`src/rtl/lts_pkg.sv`:
```
`default_nettype none
// ---------------------------------------------------------------------------
// lts_pkg: shared types and constants of the lexical token scanner
// Scan modes, token kinds, error codes, keyword table and the
// controller/datapath command and status structs.
// ---------------------------------------------------------------------------
package lts_pkg;

  localparam int NUM_KW = 17;
  localparam int TEXT_DEPTH = 32;

  localparam logic [3:0] MODE_IDLE    = 4'd0;
  localparam logic [3:0] MODE_IDENT   = 4'd1;
  localparam logic [3:0] MODE_NUMBER  = 4'd2;
  localparam logic [3:0] MODE_AMP     = 4'd3;
  localparam logic [3:0] MODE_BAR     = 4'd4;
  localparam logic [3:0] MODE_REL     = 4'd5;
  localparam logic [3:0] MODE_SLASH   = 4'd6;
  localparam logic [3:0] MODE_COMMENT = 4'd7;
  localparam logic [3:0] MODE_CSTAR   = 4'd8;

  localparam logic [2:0] KIND_IDENT  = 3'd0;
  localparam logic [2:0] KIND_NUMBER = 3'd1;
  localparam logic [2:0] KIND_KEYW   = 3'd2;
  localparam logic [2:0] KIND_DELIM  = 3'd3;
  localparam logic [2:0] KIND_UNK    = 3'd4;

  localparam logic [2:0] ERR_NONE = 3'd0;
  localparam logic [2:0] ERR_UNK  = 3'd1;
  localparam logic [2:0] ERR_AMP  = 3'd2;
  localparam logic [2:0] ERR_BAR  = 3'd3;
  localparam logic [2:0] ERR_LONG = 3'd4;

  // Source of the characters of the token being emitted
  localparam logic [1:0] SRC_BUF   = 2'd0; // text buffer
  localparam logic [1:0] SRC_BYTE  = 2'd1; // held byte repeated
  localparam logic [1:0] SRC_PAIR  = 2'd2; // first char, then second char

  typedef struct packed {
    logic       start;      // load a token for emission
    logic [2:0] kind;
    logic [4:0] kw;
    logic [2:0] err;
    logic [1:0] src;
    logic [7:0] c0;
    logic [7:0] c1;
    logic [5:0] len;
    logic       last;       // this token ends the transaction's results
  } emit_cmd_t;

  typedef struct packed {
    logic busy;             // token still being emitted
  } emit_sts_t;

  function automatic logic [5:0] kw_len(input int k);
    case (k)
      0: kw_len = 6'd5;  1: kw_len = 6'd4;  2: kw_len = 6'd4;  3: kw_len = 6'd8;
      4: kw_len = 6'd7;  5: kw_len = 6'd2;  6: kw_len = 6'd4;  7: kw_len = 6'd3;
      8: kw_len = 6'd8;  9: kw_len = 6'd2;  10: kw_len = 6'd3; 11: kw_len = 6'd4;
      12: kw_len = 6'd6; 13: kw_len = 6'd6; 14: kw_len = 6'd4; 15: kw_len = 6'd5;
      default: kw_len = 6'd5;
    endcase
  endfunction

  function automatic logic [7:0] kw_char(input int k, input int p);
    logic [63:0] w;   // keyword text, last character in the low byte
    int          n;
    case (k)
      0: w = 64'("break");     1: w = 64'("call");     2: w = 64'("case");
      3: w = 64'("continue");  4: w = 64'("default");  5: w = 64'("do");
      6: w = 64'("else");      7: w = 64'("for");      8: w = 64'("function");
      9: w = 64'("if");        10: w = 64'("int");     11: w = 64'("read");
      12: w = 64'("return");   13: w = 64'("switch");  14: w = 64'("void");
      15: w = 64'("while");
      default: w = 64'("write");
    endcase
    n = int'(kw_len(k));
    if (p < n) kw_char = w[8 * (n - 1 - p) +: 8];
    else kw_char = 8'd0;
  endfunction

endpackage
`default_nettype wire

```
`src/rtl/lts_datapath.sv`:
```
`default_nettype none
// ---------------------------------------------------------------------------
// lts_datapath: token text buffer and result emitter
// Holds the token text memory and walks a loaded token out one character
// per cycle through a registered output stage, pausing while out_ready is low.
// ---------------------------------------------------------------------------
module lts_datapath (
  input  wire logic              clk,
  input  wire logic              rst,
  input  wire logic              wr_en,
  input  wire logic [4:0]        wr_addr,
  input  wire logic [7:0]        wr_data,
  input  wire lts_pkg::emit_cmd_t cmd,
  input  wire logic [15:0]       line_count,
  input  wire logic [15:0]       error_total,
  output lts_pkg::emit_sts_t     sts,
  output logic                   out_valid,
  input  wire logic              out_ready,
  output logic [2:0]             token_kind,
  output logic [4:0]             keyword_number,
  output logic [7:0]             text_char,
  output logic [4:0]             char_position,
  output logic                   token_end,
  output logic [2:0]             error_kind,
  output logic [15:0]            line_number,
  output logic [15:0]            errors_so_far,
  output logic                   last
);
  import lts_pkg::*;

  logic [7:0] text_mem [TEXT_DEPTH];
  logic [7:0] rd_data;
  logic [4:0] rd_addr;
  emit_cmd_t  cur;
  logic       active;
  logic [5:0] pos;        // index of the character held in rd_data
  logic       take;
  logic       present;    // load the output stage this cycle
  logic       final_char;

  assign sts.busy   = active;
  assign take       = out_valid && out_ready;
  assign present    = active && (!out_valid || take);
  assign final_char = (pos + 6'd1 == cur.len);

  // Read one ahead so rd_data always holds character pos
  always_comb begin
    if (cmd.start) rd_addr = 5'd0;
    else if (present) rd_addr = 5'(pos + 6'd1);
    else rd_addr = pos[4:0];
  end

  always_ff @(posedge clk) begin
    if (wr_en) text_mem[wr_addr] <= wr_data;
    rd_data <= text_mem[rd_addr];
  end

  always_ff @(posedge clk) begin
    if (rst) begin
      active    <= 1'b0;
      out_valid <= 1'b0;
      pos       <= '0;
    end else begin
      if (cmd.start) begin
        cur    <= cmd;
        active <= 1'b1;
        pos    <= '0;
      end else if (present) begin
        active <= !final_char;
        pos    <= pos + 6'd1;
      end
      if (present) out_valid <= 1'b1;
      else if (take) out_valid <= 1'b0;
      if (present) begin
        token_kind     <= cur.kind;
        keyword_number <= cur.kw;
        error_kind     <= cur.err;
        line_number    <= line_count;
        errors_so_far  <= error_total;
        char_position  <= pos[4:0];
        token_end      <= final_char;
        last           <= final_char && cur.last;
        case (cur.src)
          SRC_BUF:  text_char <= rd_data;
          SRC_PAIR: text_char <= (pos == 6'd0) ? cur.c0 : cur.c1;
          default:  text_char <= cur.c0;
        endcase
      end
    end
  end
endmodule
`default_nettype wire

```
`src/rtl/lts_control.sv`:
```
`default_nettype none
// ---------------------------------------------------------------------------
// lts_control: scan state machine
// Classifies each byte, updates mode, length, candidates and counters, and
// queues up to two tokens per transaction for the emitter.
// ---------------------------------------------------------------------------
module lts_control #(
  parameter int MAX_TOKEN = 32
) (
  input  wire logic               clk,
  input  wire logic               rst,
  input  wire logic               in_valid,
  output logic                    in_ready,
  input  wire logic [7:0]         source_byte,
  input  wire logic               end_of_input,
  input  wire lts_pkg::emit_sts_t sts,
  output lts_pkg::emit_cmd_t      cmd,
  output logic                    wr_en,
  output logic [4:0]              wr_addr,
  output logic [7:0]              wr_data,
  output logic [15:0]             line_count,
  output logic [15:0]             error_total
);
  import lts_pkg::*;

  localparam int LIMIT = (MAX_TOKEN < TEXT_DEPTH) ? MAX_TOKEN : TEXT_DEPTH;

  localparam logic [1:0] ST_IDLE = 2'd0;
  localparam logic [1:0] ST_EMIT1 = 2'd1;
  localparam logic [1:0] ST_WAIT2 = 2'd2;
  localparam logic [1:0] ST_DRAIN = 2'd3;

  logic [1:0]  state;
  logic [3:0]  mode;
  logic [5:0]  length;
  logic [16:0] cand;
  logic        trunc;
  logic [7:0]  rel_char;
  emit_cmd_t   pend;     // second token of this transaction
  logic        pend_v;
  emit_cmd_t   cmd_next;
  logic        emit_done;
  logic        nl_hold;   // newline that follows the flushed token
  logic        wr_hold;   // first char of a new token, written after flush
  logic [7:0]  hold_data;

  // Combinational scan of one byte
  logic [3:0]  mode_next;
  logic [5:0]  length_next;
  logic [16:0] cand_next;
  logic        trunc_next;
  logic        nl, err_inc;
  emit_cmd_t   t0, t1;
  logic        t0_v, t1_v, reidle;
  logic        is_let, is_dig, is_sgl, do_add, ident_add;
  logic [5:0]  add_pos;
  logic        in_wr;
  logic [7:0]  c;
  logic [4:0]  kw_hit;
  logic        kw_found;
  logic [7:0]  rel_next;
  logic        err2;

  always_comb begin
    c = source_byte;
    is_let = (c >= "A" && c <= "Z") || (c >= "a" && c <= "z");
    is_dig = c >= "0" && c <= "9";
    is_sgl = c == "+" || c == "-" || c == "*" || c == "(" || c == ")" ||
             c == "{" || c == "}" || c == ";" || c == "," || c == ":" ||
             c == "[" || c == "]";
    kw_found = 1'b0;
    kw_hit = '0;
    for (int k = NUM_KW - 1; k >= 0; k--) begin
      if (cand[k] && kw_len(k) == length) begin
        kw_found = 1'b1;
        kw_hit = 5'(k);
      end
    end
    mode_next = mode; length_next = length; cand_next = cand; trunc_next = trunc;
    rel_next = rel_char;
    nl = 1'b0; err_inc = 1'b0; err2 = 1'b0;
    t0 = '0; t1 = '0; t0_v = 1'b0; t1_v = 1'b0; reidle = 1'b0;
    do_add = 1'b0; ident_add = 1'b0; add_pos = length;
    // Flush token of the current mode into t0
    case (mode)
      MODE_IDENT: begin
        t0_v = 1'b1; t0.src = SRC_BUF; t0.len = length;
        if (trunc) begin t0.kind = KIND_IDENT; t0.err = ERR_LONG; end
        else if (kw_found) begin t0.kind = KIND_KEYW; t0.kw = kw_hit; end
        else t0.kind = KIND_IDENT;
      end
      MODE_NUMBER: begin t0_v = 1'b1; t0.src = SRC_BUF; t0.len = length;
        t0.kind = KIND_NUMBER; end
      MODE_AMP: begin t0_v = 1'b1; t0.src = SRC_BYTE; t0.len = 6'd1;
        t0.kind = KIND_DELIM; t0.err = ERR_AMP; t0.c0 = "&"; end
      MODE_BAR: begin t0_v = 1'b1; t0.src = SRC_BYTE; t0.len = 6'd1;
        t0.kind = KIND_DELIM; t0.err = ERR_BAR; t0.c0 = "|"; end
      MODE_REL: begin t0_v = 1'b1; t0.src = SRC_BYTE; t0.len = 6'd1;
        t0.kind = KIND_DELIM; t0.c0 = rel_char; end
      MODE_SLASH: begin t0_v = 1'b1; t0.src = SRC_BYTE; t0.len = 6'd1;
        t0.kind = KIND_DELIM; t0.c0 = "/"; end
      default: ;
    endcase
    err2 = (mode == MODE_AMP) || (mode == MODE_BAR);
    if (end_of_input) begin
      mode_next = MODE_IDLE;
      err_inc = err2;
      if (mode == MODE_COMMENT || mode == MODE_CSTAR) t0_v = 1'b0;
    end else begin
      case (mode)
        MODE_IDENT: if (is_let || is_dig) begin
          t0_v = 1'b0; do_add = 1'b1; ident_add = 1'b1; end else reidle = 1'b1;
        MODE_NUMBER: if (is_dig) begin t0_v = 1'b0; do_add = 1'b1; end
          else reidle = 1'b1;
        MODE_AMP, MODE_BAR:
          if ((mode == MODE_AMP && c == "&") || (mode == MODE_BAR && c == "|")) begin
            t0.src = SRC_BYTE; t0.len = 6'd2; t0.err = ERR_NONE;
            mode_next = MODE_IDLE;
          end else begin reidle = 1'b1; err_inc = 1'b1; end
        MODE_REL: if (c == "=") begin
            t0.src = SRC_PAIR; t0.len = 6'd2; t0.c1 = "="; mode_next = MODE_IDLE;
          end else reidle = 1'b1;
        MODE_SLASH: if (c == "*") begin t0_v = 1'b0; mode_next = MODE_COMMENT; end
          else reidle = 1'b1;
        MODE_COMMENT: begin
          if (c == "*") mode_next = MODE_CSTAR;
          else if (c == "\n") nl = 1'b1;
        end
        MODE_CSTAR: begin
          if (c == "/") mode_next = MODE_IDLE;
          else if (c != "*") begin nl = (c == "\n"); mode_next = MODE_COMMENT; end
        end
        default: reidle = 1'b1;
      endcase
      if (reidle) begin
        mode_next = MODE_IDLE;
        t1.kind = KIND_DELIM; t1.src = SRC_BYTE; t1.len = 6'd1; t1.c0 = c;
        if (c == " " || c == "\t") ;
        else if (c == "\n") nl = 1'b1;
        else if (is_let || is_dig) begin
          mode_next = is_let ? MODE_IDENT : MODE_NUMBER;
          length_next = '0; trunc_next = 1'b0; cand_next = '1;
          add_pos = '0; do_add = 1'b1; ident_add = is_let;
        end else if (is_sgl) t1_v = 1'b1;
        else if (c == "&") mode_next = MODE_AMP;
        else if (c == "|") mode_next = MODE_BAR;
        else if (c == "<" || c == ">" || c == "=" || c == "!") begin
          mode_next = MODE_REL; rel_next = c;
        end else if (c == "/") mode_next = MODE_SLASH;
        else begin t1_v = 1'b1; t1.kind = KIND_UNK; t1.err = ERR_UNK; end
      end
    end
    in_wr = 1'b0;
    if (do_add) begin
      if (add_pos < 6'(LIMIT)) begin
        in_wr = 1'b1;
        length_next = add_pos + 6'd1;
        if (ident_add) begin
          for (int k = 0; k < NUM_KW; k++)
            if (add_pos >= kw_len(k) || kw_char(k, int'(add_pos[3:0])) != c)
              cand_next[k] = 1'b0;
          if (add_pos >= 6'd9) cand_next = '0;
        end
      end else if (ident_add) trunc_next = 1'b1;
    end
  end

  // Emitter has taken the loaded token and shown its last character
  assign emit_done = !cmd.start && !sts.busy;

  // A new token's first char must not overwrite the text still being flushed
  assign in_ready = (state == ST_IDLE);
  assign wr_en = (in_valid && in_ready && in_wr && !t0_v) ||
                 (state == ST_EMIT1 && wr_hold && emit_done);
  assign wr_addr = wr_hold ? 5'd0 : add_pos[4:0];
  assign wr_data = wr_hold ? hold_data : c;

  logic [15:0] err_after_first;
  always_comb err_after_first = (err_inc && error_total != 16'hFFFF) ?
    error_total + 16'd1 : error_total;

  // Command register: start is a one-cycle pulse
  always_comb begin
    cmd_next = cmd;
    cmd_next.start = 1'b0;
    if (state == ST_IDLE && in_valid && t0_v) begin
      cmd_next = t0;
      cmd_next.start = 1'b1;
      cmd_next.last = !t1_v;
    end else if (state == ST_WAIT2) begin
      cmd_next = pend;
      cmd_next.start = 1'b1;
      cmd_next.last = 1'b1;
    end
  end

  always_ff @(posedge clk) begin
    if (rst) begin
      state <= ST_IDLE; mode <= MODE_IDLE; length <= '0; cand <= '1;
      trunc <= 1'b0; line_count <= 16'd1; error_total <= '0;
      pend_v <= 1'b0; cmd <= '0; nl_hold <= 1'b0; wr_hold <= 1'b0;
    end else begin
      cmd <= cmd_next;
      case (state)
        ST_IDLE: if (in_valid) begin
          mode <= mode_next; length <= length_next; cand <= cand_next;
          trunc <= trunc_next; rel_char <= rel_next;
          // a newline after a token counts only once that token is out
          if (nl && !t0_v && line_count != 16'hFFFF) line_count <= line_count + 16'd1;
          nl_hold <= nl && t0_v;
          wr_hold <= in_wr && t0_v;
          hold_data <= c;
          error_total <= err_after_first;
          pend <= t1;
          pend_v <= t1_v;
          if (t0_v) begin
            state <= ST_EMIT1;
          end else if (t1_v) begin
            state <= ST_WAIT2;
          end
        end
        ST_EMIT1: begin
          // First token loaded; wait until it has drained
          if (emit_done) begin
            state <= pend_v ? ST_WAIT2 : ST_DRAIN;
            if (nl_hold && line_count != 16'hFFFF) line_count <= line_count + 16'd1;
            nl_hold <= 1'b0;
            wr_hold <= 1'b0;
          end
        end
        ST_WAIT2: begin
          // Unknown-character error counts before its own token is shown
          if (pend.err == ERR_UNK && error_total != 16'hFFFF)
            error_total <= error_total + 16'd1;
          pend_v <= 1'b0;
          state <= ST_DRAIN;
        end
        default: if (emit_done) state <= ST_IDLE;
      endcase
    end
  end
endmodule
`default_nettype wire

```
`src/rtl/lexical_token_scanner.sv`:
```
`default_nettype none
// ---------------------------------------------------------------------------
// lexical_token_scanner: byte-serial lexer for a small test language
// Path: a byte's first token passes the controller's command register, the
// emitter's token register and its output stage; a lone delimiter or unknown
// character seen from idle waits in ST_WAIT2 first. in_ready is high only in
// idle, so a byte whose tokens are emitted holds off the next byte until they
// drain; the emitter shows one char per cycle while out_ready is high.
// Reset: synchronous; idle mode, line 1, zero errors, text memory unwritten.
// ---------------------------------------------------------------------------
module lexical_token_scanner #(
  parameter int MAX_TOKEN = 32
) (
  input  wire logic        clk,
  input  wire logic        rst,
  input  wire logic        in_valid,
  output logic             in_ready,
  input  wire logic [7:0]  source_byte,
  input  wire logic        end_of_input,
  output logic             out_valid,
  input  wire logic        out_ready,
  output logic [2:0]       token_kind,
  output logic [4:0]       keyword_number,
  output logic [7:0]       text_char,
  output logic [4:0]       char_position,
  output logic             token_end,
  output logic [2:0]       error_kind,
  output logic [15:0]      line_number,
  output logic [15:0]      errors_so_far,
  output logic             last
);
  import lts_pkg::*;

  emit_cmd_t   cmd;
  emit_sts_t   sts;
  logic        wr_en;
  logic [4:0]  wr_addr;
  logic [7:0]  wr_data;
  logic [15:0] line_count, error_total;

  // Controller: mode machine, counters and token sequencing
  lts_control #(.MAX_TOKEN(MAX_TOKEN)) u_ctl (
    .clk, .rst, .in_valid, .in_ready, .source_byte, .end_of_input,
    .sts, .cmd, .wr_en, .wr_addr, .wr_data, .line_count, .error_total
  );

  // Datapath: text memory and character emitter
  lts_datapath u_dp (
    .clk, .rst, .wr_en, .wr_addr, .wr_data, .cmd, .line_count, .error_total,
    .sts, .out_valid, .out_ready, .token_kind, .keyword_number, .text_char,
    .char_position, .token_end, .error_kind, .line_number, .errors_so_far, .last
  );
endmodule
`default_nettype wire
```
`config.mk`:
```
export PLATFORM = sky130hd
export DESIGN_NAME = lexical_token_scanner
export DESIGN_NICKNAME = d
export VERILOG_FILES = /design/src/rtl/lts_pkg.sv /design/src/rtl/lts_datapath.sv /design/src/rtl/lts_control.sv /design/src/rtl/lexical_token_scanner.sv
export SDC_FILE = /design/constraint.sdc
export NUM_CORES = 1
export LEC_CHECK = 0
export ABC_AREA = 1
export ABC_CLOCK_PERIOD_IN_PS = 11600
export BUFFER_PORTS_ARGS = -buffer_cell sky130_fd_sc_hd__buf_2
export CORE_UTILIZATION = 30
export DETAILED_ROUTE_END_ITERATION = 10
export GPL_TIMING_DRIVEN = 0
export PLACE_DENSITY = 0.55
export SLEW_MARGIN = 10
export SYNTH_ARGS = -nofsm -noshare
export SYNTH_HDL_FRONTEND = slang
export SYNTH_HIERARCHICAL = 1
export SYNTH_SLANG_ARGS = --single-unit
```
`constraint.sdc`:
```
create_clock -name clk -period 11.6 [get_ports clk]
set_input_delay 3.48 -clock clk [delete_from_list [all_inputs] [get_ports clk]]
set_output_delay 3.48 -clock clk [all_outputs]
set_load 0.01 [all_outputs]
```
==> out/results.tsv <==
metric	value	unit
outcome	finished clean	
path_clk_slew	0.06	ns
area_delta_synth_final	15.80	%
p_per_area	195.9	nW/um^2
antenna_found_initial	0	
dpl_cell_area	26220	sq um
clk_latency	0.61	ns
synthTopCellsByArea	edfxtp_1, dfxtp_1, nand2_1	
cp-start-kind	primary input	
die_height	285.7	microns
synth_top_area_cell	edfxtp_1	
worst_ep_required_time	11.83	ns
crit_path_cell_trace	buf_2 -> buf_4 -> inv_2 -> buf_2 -> nand4_1 -> nand3_1 -> o21bai_4 -> nand2_4 -> nand3_4 -> buf_12 -> buf_8 -> inv_2 -> nor2_1 -> nor2_2 -> inv_1 -> o31ai_1 -> nand3_1 -> nor2_1	
cp-end-kind	flip-flop	
ant_nets	0	
io_pins	73	
vias_per_cell	4.906	
hpwl	54.73	mm
row_count	103	
ys.flop_type	edfxtp_1	
firstDrtPassIters	5	
initial_core_util	0.3046	
worst_pin_slew	1.033	ns
grt_pass1_wl	112.3	mm
drive_above_1_share	0.1199	
post_cts_buffers	0	
drt_iter0_drc	1789	
dr_wl_met2	33.95	mm
highest-signal-layer	met4	
finalCritPeriodShare	0.6838	
synth_cells	2710	
cts_buffers	53	
cp.arrival	8.16	ns
period_minus_slack	7.932	ns
fillers	8155	
num_vias	19353	
grt_use_total	0.1809	
synth_warnings	6	
synth_top_area_frac	0.4690	
ys_seq_area_frac	0.5611	
mostFrequentLayoutCell	nand2_1	
cts.sinks	488	
cts_tree	built	
grt_max_degree	32	
dieArea	81600	sq um
grt_pass1_vias	18572	
drv_cap	0	
leakagePower	11.57	nW
rsz0062_at_grt	no	
max_stage_delay	0.87	ns
cts_resized	0	
slowest_stage	nor2_1	
core	79260	sq um
synth_edf_count	377	
postRouteWirelength	74.59	mm
io_buffers	71	
avgSynthCellArea	8.907	sq um
hold_viol_final	0	
ir_worst_vdd	114.9	uV
async_flop_share	0	
drc	0	
ys_ff_latch	488	
synth.distinct_cells	58	
fin_tns_setup	0	ns
diodes	0	
cts_htree_levels	2	
cp_max_fo	10	
worstHoldPathType	reg2reg	
nets	2884	
gp_congestion	0.9622	
setup_viol	0	
maxSlewHeadroom	0.3112	
root_buffer	clkbuf_16	
fin_area	27950	sq um
layout_common_cells	nand2_1, inv_1, edfxtp_1	
crit_type	in2reg	
maxSlewViolCount	0	
max_freq	0.1261	GHz
cts.hold.buffers_added	0	
cts_buffer_depth	3	
fp.dieW	285.7	microns
post_drt_wl_per_cell	18.91	microns
wl_met3	4.481	mm
grt_overflow	0	
wl_met1	33.50	mm
netlist_area	24140	sq um
clock_skew	0.03527	ns
## layer usage
layer | vias up | GRT usage
li1 | 9407 | -
met1 | 9156 | 0.2457
met2 | 647 | 0.2916
met3 | 143 | 0.02392
met4 | 0 | 0.07086
met5 | - | 0
## cell usage after synthesis (all sizes together), types with 2 or more instances
| cell | count |
|---|---|
| nand2 | 539 |
| inv | 435 |
| edfxtp | 377 |
| nand3 | 371 |
| nor2 | 234 |
| nand4 | 151 |
| dfxtp | 111 |
| a21oi | 94 |
| buf | 94 |
| o21ai | 86 |
| clkbuf | 35 |
| xor2 | 35 |
| nor3 | 27 |
| ha | 20 |
| a31oi | 15 |
| nor4 | 15 |
| o211ai | 12 |
| a22oi | 8 |
| o21a | 6 |
| a211oi | 5 |
| clkinv | 4 |
| nor3b | 4 |
| o22ai | 4 |
| xnor2 | 4 |
| and3 | 3 |
| o2111ai | 3 |
| or2 | 3 |
| a32oi | 2 |
| a41oi | 2 |
| nand3b | 2 |
| o31ai | 2 |
## sequential cells by signal, indices dropped and copies added (netlist names), 2 cells and up
| name | flops |
|---|---|
| u_dp/line_number | 16 |
| u_dp/rd_data | 8 |
| u_ctl/cmd | 30 |
| u_ctl/state | 2 |
| u_dp/keyword_number | 5 |
| u_ctl/cand | 17 |
| u_dp/errors_so_far | 16 |
| u_dp/cur | 36 |
| u_ctl/mode | 4 |
| u_dp/text_mem | 256 |
| u_dp/char_position | 5 |
| u_ctl/error_total | 16 |
| u_ctl/line_count | 16 |
| u_dp/token_kind | 3 |
| u_ctl/length | 6 |
| u_dp/text_char | 8 |
| u_dp/pos | 6 |
| u_dp/error_kind | 3 |
| u_ctl/rel_char | 8 |
| u_ctl/pend | 11 |
| u_ctl/hold_data | 8 |
## final cells by class
type                    instances  area [sq um]  area share
plain buffers                 129         668.1     0.02390
clock buffers                  70          1473     0.05269
clock inverters                29         257.7    0.009221
inverters                     439          1648     0.05895
multi-input cells            1656          8401      0.3005
flip-flops and latches        488         13540      0.4845
well taps                    1050          1314     0.04700
repair buffers                 84         648.1     0.02319
## power by group
part / internal [mW] / switching, mW
registers: 2.02 / 0.0674
logic: 0.484 / 1.23
clock network: 0.962 / 0.711
## kinds of logic (layout without fill, tap and decap cells)
family | Yosys count | count (layout) | share of synthesized area
other | 1 | 3 | 0.0001554
DFF | 488 | 488 | 0.5611
and+or+nand+nor | 1351 | 1351 | 0.2609
buffers and inverters | 568 | 751 | 0.09595
xor gates and xnor gates | 39 | 39 | 0.01415
AOI/OAI and AO/OA | 243 | 243 | 0.05743
adders and majority gates | 20 | 20 | 0.01037
## critical path: cells and delay by family
family,cells,cell delay [ns]
and+or+nand+nor,8,2.53
AOI/OAI and AO/OA,2,0.71
buffers and inverters,8,1.40
## worst paths after layout
check / to / startpoint / slack [ns] / cells after the start
hold reg to reg: u_dp/error_kind[2] / u_dp/cur[27] / 0.42 / 0
hold / removal: u_dp/error_kind[2] / u_dp/cur[27] / 0.42 / 0
setup / recovery: u_dp/text_mem[2][0] / source_byte[0] / 3.67 / 18
setup reg to reg: u_dp/text_mem[2][0] / u_ctl/mode[0] / 6.62 / 17
## metrics by stage
step                      worst slack (ns)  hold WS (ns)    util  instances  power (mW)
after CTS                            3.703        0.4191  0.3527       3945       5.489
after floorplan                      4.987        0.4003       -       2712       3.196
after global routing                 3.450        0.4212  0.3527       3945       5.738
final                                3.668        0.4178  0.3527       3945       5.476
after global placement               1.861        0.4057  0.3257       3833       3.791
after detailed placement             3.049        0.4052  0.3308       3846       3.815
No activity file was read; power rests on OpenSTA's default activity.
